==> config.mk <==
export PLATFORM = sky130hd
export DESIGN_NAME = bib_cfg
export DESIGN_NICKNAME = d
export VERILOG_FILES = /design/src/bib_pkg.sv /design/src/bib_cfg.sv
export SDC_FILE = /design/constraint.sdc
export NUM_CORES = 1
export LEC_CHECK = 0
export BUFFER_PORTS_ARGS = -buffer_cell sky130_fd_sc_hd__buf_2
export CAP_MARGIN = 20
export CORE_UTILIZATION = 40
export CTS_CLUSTER_SIZE = 20
export DETAILED_ROUTE_END_ITERATION = 10
export PLACE_DENSITY = 0.68
export SETUP_SLACK_MARGIN = 0.1
export SYNTH_ARGS = -nofsm -noshare
export SYNTH_HDL_FRONTEND = slang
export SYNTH_SLANG_ARGS = --single-unit
export TNS_END_PERCENT = 30
==> constraint.sdc <==
create_clock -name clk -period 1.15 [get_ports clk]
set_input_delay 0.23 -clock clk [delete_from_list [all_inputs] [get_ports clk]]
set_output_delay 0.23 -clock clk [all_outputs]
set_load 0.1 [all_outputs]
==> src/bib_pkg.sv <==
// shared types and constants for the body integrate and wall bounce pipeline
package bib_pkg;

  // stream widths
  localparam int IN_TDATA_W  = 232;
  localparam int IN_TUSER_W  = 3;
  localparam int OUT_TDATA_W = 128;
  localparam int OUT_TUSER_W = 2;
  localparam int CFG_IDX_W   = 3;
  localparam int CFG_DATA_W  = 32;

  // register indexes
  localparam logic [CFG_IDX_W-1:0] REG_TIME_STEP    = 3'd0;
  localparam logic [CFG_IDX_W-1:0] REG_GRAVITY_X    = 3'd1;
  localparam logic [CFG_IDX_W-1:0] REG_GRAVITY_Y    = 3'd2;
  localparam logic [CFG_IDX_W-1:0] REG_WORLD_WIDTH  = 3'd3;
  localparam logic [CFG_IDX_W-1:0] REG_WORLD_HEIGHT = 3'd4;
  localparam logic [CFG_IDX_W-1:0] REG_SPEED_LIMIT  = 3'd5;

  // configuration registers
  typedef struct packed {
    logic        [16:0] time_step;
    logic signed [31:0] gravity_x;
    logic signed [31:0] gravity_y;
    logic        [30:0] world_width;
    logic        [30:0] world_height;
    logic        [30:0] speed_limit;
  } cfg_t;

  localparam cfg_t CFG_RESET = '{
    time_step:    17'd1092,
    gravity_x:    32'sd0,
    gravity_y:    32'sd32768000,
    world_width:  31'd83886080,
    world_height: 31'd47185920,
    speed_limit:  31'd131072000
  };

  // one input body
  typedef struct packed {
    logic signed [31:0] pos_x;
    logic signed [31:0] pos_y;
    logic signed [31:0] vel_x;
    logic signed [31:0] vel_y;
    logic               is_circle;
    logic        [30:0] extent_x;
    logic        [30:0] extent_y;
    logic        [16:0] restitution;
    logic        [18:0] friction_coef;
    logic               is_static;
    logic               alive;
  } body_t;

  // integrated body handed to the wall stages
  typedef struct packed {
    body_t              body;
    logic signed [31:0] px;
    logic signed [31:0] py;
    logic signed [31:0] vx;
    logic signed [31:0] vy;
    logic        [30:0] avx;
    logic        [30:0] avy;
    logic        [35:0] dv;
  } kin_t;

  // confined body handed to the friction stages
  typedef struct packed {
    body_t              body;
    logic signed [31:0] px;
    logic signed [31:0] py;
    logic signed [31:0] vx;
    logic signed [31:0] vy;
    logic        [30:0] ry;
    logic               floor_hit;
    logic        [35:0] dv;
  } wall_t;

  // one result body
  typedef struct packed {
    logic signed [31:0] new_pos_x;
    logic signed [31:0] new_pos_y;
    logic signed [31:0] new_vel_x;
    logic signed [31:0] new_vel_y;
    logic               keep;
    logic               on_floor;
  } result_t;

endpackage

==> src/bib_cfg.sv <==
// configuration register file
module bib_cfg (
  input  logic                           clk,
  input  logic                           rst_n,
  input  logic                           cfg_valid,
  output logic                           cfg_ready,
  input  logic [bib_pkg::CFG_IDX_W-1:0]  cfg_index,
  input  logic [bib_pkg::CFG_DATA_W-1:0] cfg_data,
  output bib_pkg::cfg_t                  cfg
);
  import bib_pkg::*;

  cfg_t cfg_r;

  assign cfg_ready = 1'b1;
  assign cfg        = cfg_r;

  // register write, unknown indexes ignored
  always_ff @(posedge clk) begin
    if (!rst_n) begin
      cfg_r <= CFG_RESET;
    end else if (cfg_valid) begin
      unique case (cfg_index)
        REG_TIME_STEP:    cfg_r.time_step    <= cfg_data[16:0];
        REG_GRAVITY_X:    cfg_r.gravity_x    <= cfg_data;
        REG_GRAVITY_Y:    cfg_r.gravity_y    <= cfg_data;
        REG_WORLD_WIDTH:  cfg_r.world_width  <= cfg_data[30:0];
        REG_WORLD_HEIGHT: cfg_r.world_height <= cfg_data[30:0];
        REG_SPEED_LIMIT:  cfg_r.speed_limit  <= cfg_data[30:0];
        default: ;
      endcase
    end
  end

endmodule

==> qor.csv <==
metric;value;unit
path_buf_inv;1;
synth_nets;656;
grt_max_degree;32;
dieArea;0.0166;sq mm
ys_top_cells_by_area;dfxtp_1 54%, mux2i_1 27%, nand2_1 11%;
vias;5239;
placed_cells;1030;
n_antenna_cell;0;
leakage;5.21;nW
vias_per_cell;4.83;
netlist_instances;618;
rsz0062_at_grt;yes;
place_congestion;0.753;
dp_hpwl;13.4;mm
synthAdderAreaFrac;0;
drv_slew;0;
cts_buffer_depth;2;
wl;18.8;mm
muxShareOfSynthArea;0.270;
detail-route-antenna-nets;0;
peakVddDrop;896;uV
yosys.area.top_type;dfxtp_1;
cts_htree_levels;4;
layout-drive-gt1-share;0.543;
finalCritPeriodShare;1.05;
nFillCells;987;
p_int;10.1;mW
clkLatencyLatePin;0.42;ns
io_buffers;211;
cpPeakStageDelay;0.37;ns
first_global_vias;5353;
rows;46;
worst-path-max-fanout;2;
largest_reg_flops;174;
start_util;0.408;
cts_tree;built;
pwr_density_cell;1210;mW/mm^2
violations;setup timing;
setup_violations;174;
crit_type;reg -> out;
yosys_warnings;0;
dieHeight;129;um
synth_compound_area_frac;0;
wl_per_cell;17.3;um
grt_first_pass_wirelength;29.0;mm
worstPathArrival;0.97;ns
crit_chain;buf_12;
fin_crit;1.20;ns
track_usage;0.231;
syn_area;0.00645;sq mm
cts_root_buf;clkbuf_16;
final_hold_viol_count;0;
syn_to_final_growth;78.9;%
cap_violations;0;
antenna_found_initial;1;
drtIter0Drc;222;
clkPwrFrac;0.386;
final_cells;1085;
fin_area;0.0115;sq mm
coreArea;0.0158;sq mm
cts.clk_slew.worst_paths;0.07;ns
grt-ovfl-total;0;
cp-start-kind;flop;
avgSynthCellArea;10.4;sq um
fin_ws;-0.0546;ns
ys_types;15;
crit_family;flip-flops;
yosysSeqAreaShare;0.540;
synth-seq-cells;174;
drc;0;
nets;894;
io_pins;213;
place_area;0.0107;sq mm
seqPwrFrac;0.450;
fin_worst_skew;0;ns
switching_share;0.283;
yosys.area.top_type_share;0.540;
firstDrtPassIters;4;
synth-xor-area-share;0;
cts_num_sinks;174;
fmax;0.830;GHz
die_w;129;um
end_kind;primary output;
synth_top_family_by_area;multiplexers;
power_switching;3.96;mW
synth-simple-area-share;0.151;
slowest_stage;dfxtp_4;
p_comb_frac;0.164;
numCtsBuffers;17;
status;finished, violations left;
hold_path.class;in -> reg;
crit_required;0.92;ns
-- power by group through the flow --
stage | Clock [mW] | Combinational [mW] | Sequential (mW)
2_1_floorplan | 0 | 0.452 | 7.34
3_3_place_gp | 0 | 2.24 | 6.45
3_5_place_dp | 0 | 2.27 | 6.46
4_1_cts | 5.51 | 2.29 | 6.32
5_1_grt | 5.74 | 2.37 | 6.32
6_report | 5.41 | 2.30 | 6.31
-- repair_timing --
item	in CTS	in global routing
endpoints found under the hold margin	0	0
setup endpoints to repair	174	174
buffers inserted	8	15
gates resized for setup	73	7
cloned	0	0
hold buffers	0	0
-- cells in the mapped netlist --
| master | instances |
|---|---|
| nor4b_2 | 1 |
| clkbuf_1 | 14 |
| and4bb_1 | 1 |
| nand4b_1 | 2 |
| conb_1 | 1 |
| buf_6 | 4 |
| buf_4 | 8 |
| nand4bb_1 | 2 |
| dfxtp_1 | 174 |
| buf_1 | 1 |
| nand2_1 | 185 |
| mux2i_1 | 174 |
| nor2b_1 | 32 |
| nor4bb_1 | 1 |
| buf_2 | 18 |
-- through the flow --
stage / hold slack (ns) / util / power [mW] / worst slack [ns] / setup TNS [ns]
2_1_floorplan: 0.384 / - / 7.79 / -0.0805 / -5.43
3_3_place_gp: 0.463 / 0.676 / 8.69 / -0.0845 / -6.33
3_5_place_dp: 0.473 / 0.676 / 8.73 / -0.153 / -12.25
4_1_cts: 0.0586 / 0.721 / 14.1 / -0.0812 / -10.47
5_1_grt: 0.0849 / 0.729 / 14.4 / -0.0794 / -10.84
6_report: 0.0808 / 0.729 / 14.0 / -0.0546 / -5.96
-- final timing paths --
| path | cells after the start | slack [ns] | from | endpoint |
|---|---|---|---|---|
| worst min register to register | 2 | 0.48 | cfg[109] | cfg[109] |
| worst max-delay path | 1 | -0.05 | cfg[150] | cfg[150] |
| worst max register to register | 4 | 0.34 | cfg[153] | cfg[153] |
| worst min-delay path | 3 | 0.08 | cfg_data[31] | cfg[124] |
-- layout make-up --
| cell class | count | area (sq um) | area share |
|---|---|---|---|
| repair buffers | 264 | 4240 | 0.367 |
| flip-flops and latches | 174 | 3730 | 0.323 |
| multi-input cells | 399 | 2750 | 0.239 |
| clock buffers | 25 | 505 | 0.0438 |
| well taps | 216 | 270 | 0.0234 |
| clock inverters | 7 | 53.8 | 0.00466 |
-- placed cells by master (no fill, tap or decap), types with 5 or more instances in the layout --
cell,Yosys,final
dfxtp_4,0,10
buf_4,8,40
nand2_1,185,185
clkbuf_16,0,17
mux2i_1,174,174
buf_2,18,36
clkbuf_8,0,5
dfxtp_2,0,164
buf_12,0,187
nor2b_1,32,32
-- kinds of logic (layout without fill, tap and decap cells) --
kind of cell  count (synthesis)  count (layout)
other cells                   1               1
mux                         174             174
simple gates                224             224
buf+inv                      45             296
flops                       174             174
-- per-layer routing --
layer	share of wire	vias up	wire length, um	track usage
li1	-	2525	-	-
met1	0.40	2522	7540	0.256
met2	0.50	169	9310	0.397
met3	0.088	21	1660	0.0970
met4	0.013	2	253	0.0810
met5	0.00069	-	13	0
Power figures use the tool's default switching activity.
