<file path="src/bib_pkg.sv">
// shared types and constants for the body integrate and wall bounce pipeline
package bib_pkg;

  // stream widths
  localparam int IN_TDATA_W  = 232;
  localparam int IN_TUSER_W  = 3;
  localparam int OUT_TDATA_W = 128;
  localparam int OUT_TUSER_W = 2;
  localparam int CFG_IDX_W   = 3;
  localparam int CFG_DATA_W  = 32;

  // register indexes
  localparam logic [CFG_IDX_W-1:0] REG_TIME_STEP    = 3'd0;
  localparam logic [CFG_IDX_W-1:0] REG_GRAVITY_X    = 3'd1;
  localparam logic [CFG_IDX_W-1:0] REG_GRAVITY_Y    = 3'd2;
  localparam logic [CFG_IDX_W-1:0] REG_WORLD_WIDTH  = 3'd3;
  localparam logic [CFG_IDX_W-1:0] REG_WORLD_HEIGHT = 3'd4;
  localparam logic [CFG_IDX_W-1:0] REG_SPEED_LIMIT  = 3'd5;

  // configuration registers
  typedef struct packed {
    logic        [16:0] time_step;
    logic signed [31:0] gravity_x;
    logic signed [31:0] gravity_y;
    logic        [30:0] world_width;
    logic        [30:0] world_height;
    logic        [30:0] speed_limit;
  } cfg_t;

  localparam cfg_t CFG_RESET = '{
    time_step:    17'd1092,
    gravity_x:    32'sd0,
    gravity_y:    32'sd32768000,
    world_width:  31'd83886080,
    world_height: 31'd47185920,
    speed_limit:  31'd131072000
  };

  // one input body
  typedef struct packed {
    logic signed [31:0] pos_x;
    logic signed [31:0] pos_y;
    logic signed [31:0] vel_x;
    logic signed [31:0] vel_y;
    logic               is_circle;
    logic        [30:0] extent_x;
    logic        [30:0] extent_y;
    logic        [16:0] restitution;
    logic        [18:0] friction_coef;
    logic               is_static;
    logic               alive;
  } body_t;

  // integrated body handed to the wall stages
  typedef struct packed {
    body_t              body;
    logic signed [31:0] px;
    logic signed [31:0] py;
    logic signed [31:0] vx;
    logic signed [31:0] vy;
    logic        [30:0] avx;
    logic        [30:0] avy;
    logic        [35:0] dv;
  } kin_t;

  // confined body handed to the friction stages
  typedef struct packed {
    body_t              body;
    logic signed [31:0] px;
    logic signed [31:0] py;
    logic signed [31:0] vx;
    logic signed [31:0] vy;
    logic        [30:0] ry;
    logic               floor_hit;
    logic        [35:0] dv;
  } wall_t;

  // one result body
  typedef struct packed {
    logic signed [31:0] new_pos_x;
    logic signed [31:0] new_pos_y;
    logic signed [31:0] new_vel_x;
    logic signed [31:0] new_vel_y;
    logic               keep;
    logic               on_floor;
  } result_t;

endpackage

</file>
<file path="src/bib_fric.sv">
// floor friction and result selection, two pipeline stages ending in the output register
module bib_fric (
  input  logic             clk,
  input  logic             rst_n,
  input  bib_pkg::cfg_t    cfg,
  input  logic             in_valid,
  output logic             in_ready,
  input  bib_pkg::wall_t   in_data,
  output logic             out_valid,
  input  logic             out_ready,
  output bib_pkg::result_t out_data
);
  import bib_pkg::*;

  localparam logic signed [34:0] FLOOR_BAND = 35'sd65536;

  // stage handshake
  logic [1:0] v_r;
  logic [2:0] go;

  assign go[2] = out_ready;
  assign go[1] = ~v_r[1] | go[2];
  assign go[0] = ~v_r[0] | go[1];

  assign in_ready  = go[0];
  assign out_valid = v_r[1];

  always_ff @(posedge clk) begin
    if (!rst_n) begin
      v_r <= '0;
    end else begin
      if (go[0]) v_r[0] <= in_valid;
      if (go[1]) v_r[1] <= v_r[0];
    end
  end

  // stage 1: near floor test and friction toward zero
  logic signed [34:0] pye_c, hb_c;
  logic               near_c;
  logic signed [37:0] vxe_c, dve_c, vsub_c, vadd_c;
  logic signed [31:0] vxf_c;

  assign pye_c  = 35'($signed(in_data.py)) + $signed({4'b0, in_data.ry});
  assign hb_c   = $signed({4'b0, cfg.world_height}) - FLOOR_BAND;
  assign near_c = in_data.floor_hit | (pye_c >= hb_c);
  assign vxe_c  = 38'($signed(in_data.vx));
  assign dve_c  = $signed({2'b0, in_data.dv});
  assign vsub_c = vxe_c - dve_c;
  assign vadd_c = vxe_c + dve_c;

  always_comb begin
    priority if (!near_c) begin
      vxf_c = in_data.vx;
    end else if (vxe_c > 38'sd0) begin
      vxf_c = (vsub_c < 38'sd0) ? 32'sd0 : vsub_c[31:0];
    end else if (vxe_c < 38'sd0) begin
      vxf_c = (vadd_c > 38'sd0) ? 32'sd0 : vadd_c[31:0];
    end else begin
      vxf_c = in_data.vx;
    end
  end

  body_t              b1_r;
  logic signed [31:0] px1_r, py1_r, vx1_r, vy1_r;
  logic               near1_r;

  always_ff @(posedge clk) begin
    if (go[0]) begin
      b1_r    <= in_data.body;
      px1_r   <= in_data.px;
      py1_r   <= in_data.py;
      vx1_r   <= vxf_c;
      vy1_r   <= in_data.vy;
      near1_r <= near_c;
    end
  end

  // stage 2: output register, dead bodies zeroed and static bodies passed through
  result_t res_r;

  always_ff @(posedge clk) begin
    if (go[1]) begin
      priority if (!b1_r.alive) begin
        res_r <= '0;
      end else if (b1_r.is_static) begin
        res_r.new_pos_x <= b1_r.pos_x;
        res_r.new_pos_y <= b1_r.pos_y;
        res_r.new_vel_x <= b1_r.vel_x;
        res_r.new_vel_y <= b1_r.vel_y;
        res_r.keep      <= 1'b1;
        res_r.on_floor  <= 1'b0;
      end else begin
        res_r.new_pos_x <= px1_r;
        res_r.new_pos_y <= py1_r;
        res_r.new_vel_x <= vx1_r;
        res_r.new_vel_y <= vy1_r;
        res_r.keep      <= 1'b1;
        res_r.on_floor  <= near1_r;
      end
    end
  end

  assign out_data = res_r;

endmodule

</file>
<file path="config.mk">
export PLATFORM = sky130hd
export DESIGN_NAME = bib_fric
export DESIGN_NICKNAME = d
export VERILOG_FILES = /design/src/bib_pkg.sv /design/src/bib_fric.sv
export SDC_FILE = /design/constraint.sdc
export NUM_CORES = 1
export LEC_CHECK = 0
export BUFFER_PORTS_ARGS = -buffer_cell sky130_fd_sc_hd__buf_2
export CORE_AREA = 3 3 287 289
export DETAILED_ROUTE_END_ITERATION = 10
export DIE_AREA = 0 0 290 292
export SYNTH_ARGS = -nofsm -noshare
export SYNTH_HDL_FRONTEND = slang
export SYNTH_SLANG_ARGS = --single-unit
</file>
<file path="constraint.sdc">
create_clock -name clk -period 16.2 [get_ports clk]
set_input_delay 3.24 -clock clk [delete_from_list [all_inputs] [get_ports clk]]
set_output_delay 3.24 -clock clk [all_outputs]
set_load 0.03 [all_outputs]
</file>
==> impl_metrics.py <==
metrics = {
    "outcome": {
        "status": "completed",
    },
    "power_and_ir_drop": {
        "static_leakage_power_nw": 11.5,
        "power_density_nw_per_um2": 108,
        "power.share.switching_pct": 29.9,
        "sequentialPowerShare_pct": 42.9,
        "power_frac_clock_pct": 35.3,
        "cellInternalPower_mw": 2.03,
        "worst_ir_drop_vdd_v": 0.000101,
        "total_switching_power_mw": 0.865,
        "power_frac_comb_pct": 21.8,
    },
    "final_layout": {
        "sequential_cell_area_um2": 11700,
        "syn2layout_area_growth_pct": 22.7,
        "most_common_cell_after_layout_fill_and_taps_aside": "buf_2",
        "final_cell_count_no_fill": 3407,
        "num-fill-cells": 8124,
        "final_net_count": 3055,
        "layout_common_cells": "buf_2, edfxtp_1, nor2b_1, ha_1, mux2i_1",
        "multi_input_area_um2": 9320,
        "drive_gt1_share_pct": 26.5,
    },
    "sta": {
        "timing.clock.skew_ns": 0.0371,
        "hold_viol": 0,
        "maxSlewViolCount": 0,
        "post-route-worst-setup-slack_ns": 7.00,
        "fin_crit_period_ns": 9.20,
        "timing.slew.headroom_pct": 29.1,
        "final_min_period_over_clock_period_pct": 56.8,
        "hold_slack_ns": 0.562,
        "max_clock_freq_mhz": 109,
        "setup_viol": 0,
        "rsz_0062_raised_after_global_routing": "false",
        "worst_pin_slew_ns": 1.06,
        "setup_tns_ns": 0,
    },
    "global_routing": {
        "grt_start_max_net_pins": 163,
        "grt_pass1_vias": 16000,
        "grt_antenna_before_repair": 6,
        "wire_length_of_the_first_global_routing_pass_um": 106000,
        "track_usage_pct": 16.6,
        "grt.overflow.total": 0,
    },
    "clock_tree": {
        "cts_root_buf": "clkbuf_16",
        "clk_pin_slew_worst_paths_ns": 0.06,
        "clkSinkCount": 391,
        "cts_tree": "built",
        "cts-htree-levels": 2,
        "clock_latency_on_the_worst_skew_pair_ns": 0.59,
        "post-cts-setup-buffers": 0,
        "cts-hold-fix-buffers": 0,
        "cts_resized": 0,
        "tritoncts.num_buffers": 46,
        "ctsLongestPathBuffers": 3,
    },
    "placed_design": {
        "dp_wirelength_um": 56700,
        "post-place-ws_ns": 6.21,
        "dp_cell_count": 3323,
        "routabilityCongestion": 0.910,
        "portBuffers": 492,
    },
    "route": {
        "drc": 0,
        "vias": 16400,
        "drt.antenna.violating_nets": 0,
        "via_per_inst": 4.82,
        "routed_length_per_placed_instance_um": 21.6,
        "iteration_0_drc_markers": 1060,
        "detailedRoute.firstPassIterationCount": 5,
        "routed_wl_um": 73700,
    },
    "synthesis": {
        "post_synthesis_sequential_area_ratio_pct": 53.6,
        "synth_cell_types": 95,
        "ys.flop_type": "edfxtp_1",
        "syn-mean-instance-area_um2": 11.9,
        "syn_inst": 1836,
        "post_synth_instance_area_um2": 21900,
        "ys_async_sr_fraction_pct": 0,
        "yosysWarnings": 0,
        "synth.net_count": 2580,
        "synth-seq-cells": 391,
        "synth_edf_count": 389,
    },
    "worst_hold_path": {
        "min_delay_worst_endpoint": "v_r[1]",
        "timing.hold.worst_path_depth": 1,
        "hp_class": "reg -> reg",
        "hold_start": "v_r[0]",
    },
    "floorplan": {
        "die_w_um": 290,
        "dieHeight_um": 292,
        "placementRows": 104,
        "effective_utilization_at_floorplan_pct": 27.3,
        "io_pins": 735,
        "core_um2": 80200,
        "total_die_area_um2": 84700,
    },
    "critical_path": {
        "arr_time_crit_path_ns": 9.48,
        "critPathCaptureType": "register",
        "worst-setup-path-type": "in -> reg",
        "regToRegStartpoint": "b1_r[1]",
        "crit_required_ns": 16.48,
        "start_kind": "input port",
        "worst-path-max-fanout": 70,
        "setup.reg_to_reg.worst_slack_ns": 13.38,
        "worst_r2r_path_depth": 4,
        "reg2reg_to": "out_data[79]",
    },
    "run": {
        "max-cap-violations": 0,
    },
}
cells in the mapped netlist, drive strengths merged, types with 11 or more instances:
cell type / n / share of area, %
o21bai: 16 / 0.55
xnor2: 75 / 3.0
nand2b: 17 / 0.49
inv: 104 / 1.8
mux2i: 133 / 6.1
nand2: 61 / 1.0
a21oi: 121 / 2.8
nand4: 18 / 0.54
and2: 13 / 0.37
ha: 138 / 7.9
nor2b: 145 / 4.1
o211ai: 11 / 0.38
clkbuf: 46 / 0.99
nor2: 115 / 2.0
a41oi: 11 / 0.65
o21ai: 63 / 1.4
xor2: 11 / 0.44
nor3: 29 / 0.66
nor4: 28 / 0.80
a31oi: 22 / 0.72
buf: 32 / 1.0
a211oi: 22 / 0.78
nand3: 35 / 0.80
edfxtp: 389 / 53
a21o: 33 / 1.1
worst max-delay path by stage:
stage | from | end | slack, ns | cells past startpoint
floorplan | out_ready | in_ready | 4.05 | 2
global placement | in_data[134] | vx1_r[7] | 6.27 | 25
detailed placement | in_data[134] | vx1_r[7] | 6.21 | 25
CTS | in_data[134] | vx1_r[7] | 6.79 | 25
global route | in_data[134] | vx1_r[7] | 6.43 | 25
finish | in_data[134] | vx1_r[7] | 7.00 | 25
area by class of cell:
| cell class | count | share of cell area [%] |
|---|---|---|
| Antenna cell | 1 | 0.00933 |
| Multi-Input combinational cell | 1260 | 34.7 |
| Clock buffer | 61 | 4.50 |
| Timing Repair Buffer | 506 | 9.62 |
| Sequential cell | 391 | 43.7 |
| Tap cell | 1060 | 4.94 |
| Clock inverter | 22 | 0.993 |
| Inverter | 106 | 1.50 |
power groups by stage:
stage | Combinational, mW | Sequential, mW | Clock [mW]
after floorplan | 0.347 | 1.33 | 0
after global placement | 0.633 | 1.26 | 0
after detailed placement | 0.634 | 1.26 | 0
after CTS | 0.638 | 1.24 | 1.06
after global routing | 0.689 | 1.25 | 1.10
final | 0.631 | 1.24 | 1.02
per-stage QoR:
stage	area (um^2)	utilization [%]	total power, mW
4_1_cts	26800	33.5	2.94
3_3_place_gp	25400	31.6	1.89
3_5_place_dp	25400	31.6	1.90
5_1_grt	26800	33.5	3.04
6_report	26800	33.5	2.90
2_1_floorplan	21900	-	1.68
state kept, by name, indices dropped and copies added (netlist names):
name / count
vx1_r: 32
b1_r: 130
v_r: 2
vy1_r: 32
py1_r: 32
px1_r: 32
out_data: 130
near1_r: 1
worst max-delay path, stage by stage:
cell and delay, ns:
buf_2 0.12, ha_1 0.33, o21ai_0 0.09, nor2_1 0.22, a31oi_1 0.23, a211oi_1 0.51
o21ai_0 0.26, a31oi_1 0.48, a21oi_1 0.25, o31ai_1 0.32, xor2_1 0.13, ha_1 0.52
nand4_1 0.13, nor3_1 0.47, buf_4 0.23, nand3_1 0.08, nand3_1 0.11, a21oi_1 0.06
o211a_1 0.11, buf_4 0.22, inv_2 0.07, buf_4 0.62, o21ai_0 0.26, o32ai_1 0.28
a21oi_1 0.11
per-layer routing:
layer	vias to the layer above	share of wire, %	GRT usage, %
li1	7824	-	-
met1	7888	42	20.9
met2	600	49	28.7
met3	100	7.3	4.00
met4	6	2.3	4.19
met5	-	0.053	0
cell families after synthesis:
kind of cell / after synthesis / synth area share [%]
AND/OR/NAND/NOR: 504 / 12.4
flip-flops: 391 / 53.6
multiplexers: 134 / 6.14
adder cells (fa/ha/maj): 141 / 8.17
buffers and inverters: 185 / 3.86
AO/OA/AOI/OAI: 395 / 12.4
XOR/XNOR: 86 / 3.44
(Power assumes the default switching activity.)
